<file path="config.mk">
export PLATFORM = sky130hd
export DESIGN_NAME = mfqs_ram
export DESIGN_NICKNAME = d
export VERILOG_FILES = /design/src/multilevel_feedback_queue_scheduler_assert.svh /design/src/mfqs_ram.sv
export SDC_FILE = /design/constraint.sdc
export NUM_CORES = 1
export LEC_CHECK = 0
export ABC_AREA = 1
export BUFFER_PORTS_ARGS = -buffer_cell sky130_fd_sc_hd__buf_2
export CAP_MARGIN = 30
export CORE_ASPECT_RATIO = 2
export CORE_MARGIN = 2
export CORE_UTILIZATION = 60
export DETAILED_ROUTE_END_ITERATION = 16
export GPL_ROUTABILITY_DRIVEN = 0
export PLACE_DENSITY = 0.76
export SLEW_MARGIN = 20
export SYNTH_ARGS = -nofsm -noshare
export SYNTH_HDL_FRONTEND = slang
export SYNTH_SLANG_ARGS = --single-unit
</file>
<file path="constraint.sdc">
create_clock -name aclk -period 2.15 [get_ports aclk]
set_input_delay 0.1075 -clock aclk [delete_from_list [all_inputs] [get_ports aclk]]
set_output_delay 0.1075 -clock aclk [all_outputs]
set_load 0.03 [all_outputs]
</file>
<file path="src/multilevel_feedback_queue_scheduler_assert.svh">
// ----------------------------------------------------------------------------
// Assertion macros for the multilevel feedback queue scheduler.
// Each macro expects a clock named aclk and an active low reset aresetn.
// ----------------------------------------------------------------------------
`ifndef MULTILEVEL_FEEDBACK_QUEUE_SCHEDULER_ASSERT_SVH
`define MULTILEVEL_FEEDBACK_QUEUE_SCHEDULER_ASSERT_SVH

// Same-cycle implication.
`define MFQS_ASSERT_IMP(lbl, ante, cons) \
    lbl: assert property (@(posedge aclk) disable iff (!aresetn) (ante) |-> (cons)) \
        else $error("mfqs assertion failed");

// Next-cycle implication.
`define MFQS_ASSERT_NXT(lbl, ante, cons) \
    lbl: assert property (@(posedge aclk) disable iff (!aresetn) (ante) |=> (cons)) \
        else $error("mfqs assertion failed");

`endif

</file>
<file path="src/mfqs_ram.sv">
// ----------------------------------------------------------------------------
// mfqs_ram
// Simple dual port RAM, one write and one registered read port.
// ----------------------------------------------------------------------------
module mfqs_ram #(
    parameter int WIDTH = 8,
    parameter int DEPTH = 64
) (
    input  logic                     aclk,
    input  logic                     we,
    input  logic [$clog2(DEPTH)-1:0] waddr,
    input  logic [WIDTH-1:0]         wdata,
    input  logic [$clog2(DEPTH)-1:0] raddr,
    output logic [WIDTH-1:0]         rdata
);

    logic [WIDTH-1:0] mem [DEPTH];

    always_ff @(posedge aclk) begin
        if (we) begin
            mem[waddr] <= wdata;
        end
        rdata <= mem[raddr];
    end

endmodule

</file>
**After elaboration in Yosys (flattened, before gate mapping)**

Memory sizes are Yosys's and may differ from the RTL's. A register that Yosys moved wholly into a read port is not among the register bits.
Index checks and enable logic that the tools add are counted.

- Muxes and demuxes: 2

Operators by type and width:

| cell | number |
|---|---|
| $mux W1 | 2 |

- Memories kept: 1
- Register bits: 0
- Memory bits (writable): 512
- Word-level logic and storage cells: 3
- Output and inout port bits: 8

Memories:

| memory | words | bits a word | rd ports | clocked after memory_dff | write ports | RTL line | RTL |
|---|---|---|---|---|---|---|---|
| mem | 64 | 8 | 1 | 1 | 1 | mfqs_ram.sv:17 | `logic [WIDTH-1:0] mem [DEPTH];` |

**Logic depth before layout (Yosys ltp)**

- Depth after elaboration: 2
- Gate-level depth with buffers: 12
- Depth with buffers taken out: 9

**Worst setup path before layout**

Ideal clock, no wire load.

- Path type: input to register
- From: in we
- To: mem mem[48][0], enable pin
- Arrival: 1.479 ns
- Cell stages on the path: 3
- Setup slack: 0.276 ns
- Cells stage by stage: clkbuf_1 -> nand4_1 -> nor4_1

- Cells in the longest elaborated chain, start to end: 2

Ends and longest elaborated chain:

| what | RTL line | RTL |
|---|---|---|
| start: declaration | mfqs_ram.sv:10 | `input logic we,` |
| $mux W1 | mfqs_ram.sv:20 | `if (we) begin` |
| $mux W1 (implied by the code) | mfqs_ram.sv:21 | `mem[waddr] <= wdata;` |
| end: declaration | mfqs_ram.sv:17 |  |

No other way between the ends.

==> results.md <==
Run status:
- The flow ran to the end, and the final reports show no timing, DRC or antenna violations.

Clocking:
- Buffers added to address setup during post-CTS repair amount to 0.
- The clock-pin slew reported for the worst setup and hold paths after clock tree synthesis is about 70 ps.
- TritonCTS built the clock tree.
- The later-pin clock latency in the skew report is 570 ps.
- The number of clock sinks is 520.
- CTS placed an instance of sky130_fd_sc_hd__clkbuf_16 at the clock tree root.
- TritonCTS created 42 clock buffers.
- The H-tree level count is 2.
- The maximum number of buffers from clock root to sink is 3.

Timing:
- Setup repair after global routing left no endpoint under its margin.
- Setup violations remaining at the end of the flow were counted as 0.
- The clock period could shrink to 1490 ps.
- The max-slew violation count was 0.
- The clock arrives with 29.0 ps of skew.
- The worst relative slew slack is 0.448.
- The worst hold slack after final layout is 28.3 ps.
- The transition time of the tightest slew-check pin is approximately 830 ps.
- Timing would allow up to 669 MHz.
- After routing, the total negative slack on setup checks comes to 0 ps.
- The worst-case setup margin in the final layout is around 660 ps.
- The final-report hold violation count is 0.
- Dividing the final minimum period by the clock period gives 0.695.

Synthesis:
- The post-synthesis sequential element count is 520.
- Of the post-synthesis cell area, the dominant cell type holds 0.720.
- Synthesis handed over a netlist of between 1500 and 2000 instances.
- After synthesis, the share of flip-flops with an asynchronous set or reset is 0.
- sky130_fd_sc_hd__nand2_1 is the most common cell in the netlist.
- The top cell type by total area after synthesis is sky130_fd_sc_hd__edfxtp_1.
- Counting flops with a built-in enable in the synthesized netlist gives 512.
- The unique cell type count in the Yosys netlist is 16.
- When the netlist entered floorplanning its net count stood at ~1800.
- After synthesis, the most frequently instantiated cells are 648 x sky130_fd_sc_hd__nand2_1, 512 x sky130_fd_sc_hd__edfxtp_1, 439 x sky130_fd_sc_hd__nand3_1, 56 x sky130_fd_sc_hd__nor2_1, 37 x sky130_fd_sc_hd__buf_2.
- The register area share after synthesis is 0.728.
- Among all flip-flop cells after synthesis, the most frequent one is sky130_fd_sc_hd__edfxtp_1.
- For this run, the number of Yosys warnings is 0.
- The average footprint of a synthesized cell is 11.8 um^2.
- By area the synthesized netlist is led by sky130_fd_sc_hd__edfxtp_1 72%, sky130_fd_sc_hd__nand2_1 11%, sky130_fd_sc_hd__nand3_1 10%.
- The synthesized netlist occupies a cell area of 0.0213 mm^2.

Global routing:
- The global-route total usage across every layer is 0.307.
- The via count of the first global-routing pass is 14516.
- The first-pass GRT wire length is 83700 um.
- The maximum number of pins on one net before global-route repair is 98.
- The initial antenna violation count was 0.
- The residual overflow from global routing is 0.

Power and ir drop:
- The total power divided by cell area is 860 mW/mm^2.
- The overall power after layout is 20.4 mW.
- The peak supply drop is about 0.65 mV.
- The leakage power of the design is between 8 and 9 nW.

Worst setup path:
- Of all nets on the critical path, the largest fanout is 1.
- The required time of the critical path is 2580 ps.
- The biggest cell delay along the critical path is 380 ps.
- The critical path goes through nand2_1 -> nand3_1 -> nand3_1 -> nand2_1 -> nand2_1 -> nand3_1 -> nand3_1 -> nand2_1.
- STA classifies the critical path startpoint as a register.
- The worst setup path is captured at a register.
- At the worst endpoint, the arrival time is approximately 1900 ps.
- The critical path is of the register to register type.
- The number of buffer and inverter instances along the worst setup path is 0.
- The slowest stage of the critical path is the sky130_fd_sc_hd__edfxtp_1 cell.
- The cell family contributing the most delay on the critical path is simple AND/OR/NAND/NOR gates.

Floorplanning:
- After floorplanning, the core was sized to cover 0.0351 mm^2.
- The row count is between 90 and 100.
- Measured along the x axis, the die boundary spans ~140 um.
- 30 I/O pins were placed.
- The die height is 271 um.
- The die covers about 0.037 mm^2.
- For this configuration, the core starts out at a cell density of 0.608.

Final layout:
- The final cell count without fillers is roughly 2400.
- The area overhead of the layout relative to synthesis is 11.0%.
- The proportion of layout cells with a drive suffix above 1 is 0.110.
- In the final design database the tool counted 1900 nets.
- With fillers left out, the area of the finished cells amounts to 0.0237 mm^2.
- At the end of the flow the core is filled with cells to 0.675.
- The number of filler cells placed in the layout is 2431.

Routing:
- The remaining antenna violation count is 0.
- The number of iterations in the first detailed-routing pass is 6.
- The average routed wire per standard cell is 23.7 um.
- The total number of vias is 14555.
- Summed over all layers, the routed wires come to 55800 um.
- After detailed routing, the number of remaining DRC violations is 0.
- The first routing iteration left 1655 violations.
- In the routed layout, each cell is associated on average with a via count of 6.18.

Placement:
- Port buffering added 29 buffers.
- The half-perimeter wire length after detailed placement is between 30000 and 40000 um.
- Once placement finished, the instance area stood at approximately 0.022 mm^2.
- At the placement stage, the worst setup path has a slack of between 200 and 250 ps.
- Including well taps, the total number of placed cells is 2278.

Hold path:
- The type of the worst min-delay path is input pin to register.

Flow run:
- The number of max-cap violations is 0.
final timing paths:
kind / start / end / slack (ps) / depth (start not counted)
max: mem[6][2] / rdata[2] / 660 / 8
min: wdata[1] / mem[33][1] / 30 / 1
max reg2reg: mem[6][2] / rdata[2] / 660 / 8
min reg2reg: mem[36][3] / rdata[3] / 800 / 8
cell type report:
type,instances,area [um^2],area share
Clock inverter,26,238,0.0100
Multi-Input combinational cell,1160,4950,0.209
Clock buffer,51,1140,0.0480
Timing Repair Buffer,142,1220,0.0514
Antenna cell,1,2.50,0.000106
Tap cell,445,557,0.0235
Inverter,12,52.6,0.00222
Sequential cell,520,15500,0.656
layer usage:
metal | GRT usage | wire (um) | vias up
li1 | - | - | 6474
met1 | 0.339 | 17800 | 7014
met2 | 0.526 | 29200 | 848
met3 | 0.0495 | 4320 | 219
met4 | 0.220 | 4480 | 0
met5 | 0 | 0 | -
sequential cells by signal, indices dropped and copies added (netlist names):
name	cells
mem	512
rdata	8
logic make-up after synthesis:
| group | after synthesis | share of synthesized area |
|---|---|---|
| and+or+nand+nor | 1160 | 0.232 |
| DFF | 520 | 0.728 |
| buffers and inverters | 125 | 0.0402 |
layout by cell type, fill, tap and decap left out:
master	count
sky130_fd_sc_hd__buf_6	1
sky130_fd_sc_hd__nand4_1	9
sky130_fd_sc_hd__nand3_1	439
sky130_fd_sc_hd__clkbuf_1	5
sky130_fd_sc_hd__clkbuf_16	43
sky130_fd_sc_hd__clkinvlp_4	4
sky130_fd_sc_hd__nor2_1	56
sky130_fd_sc_hd__clkinv_1	6
sky130_fd_sc_hd__inv_4	1
sky130_fd_sc_hd__inv_2	1
sky130_fd_sc_hd__edfxtp_1	512
sky130_fd_sc_hd__clkinv_2	5
sky130_fd_sc_hd__dlygate4sd3_1	1
sky130_fd_sc_hd__inv_6	4
sky130_fd_sc_hd__nand2_1	648
sky130_fd_sc_hd__diode_2	1
sky130_fd_sc_hd__clkbuf_8	3
sky130_fd_sc_hd__nor4_1	8
sky130_fd_sc_hd__bufinv_16	3
sky130_fd_sc_hd__dfxtp_1	8
sky130_fd_sc_hd__buf_12	17
sky130_fd_sc_hd__clkinv_4	5
sky130_fd_sc_hd__buf_4	96
sky130_fd_sc_hd__buf_2	27
sky130_fd_sc_hd__inv_1	9
report_power, final:
group	total, mW	leakage (nW)	internal [mW]	switching, mW
combinational	1.43	3.35	0.369	1.06
sequential	11.2	4.67	11.2	0.0313
clock	7.69	0.664	4.18	3.52
timing repair:
item,CTS,global route
hold buffers,1,0
gates resized for setup,0,0
endpoints found under the hold margin,7,0
setup endpoints to repair,0,0
Power figures use the tool's default switching activity.
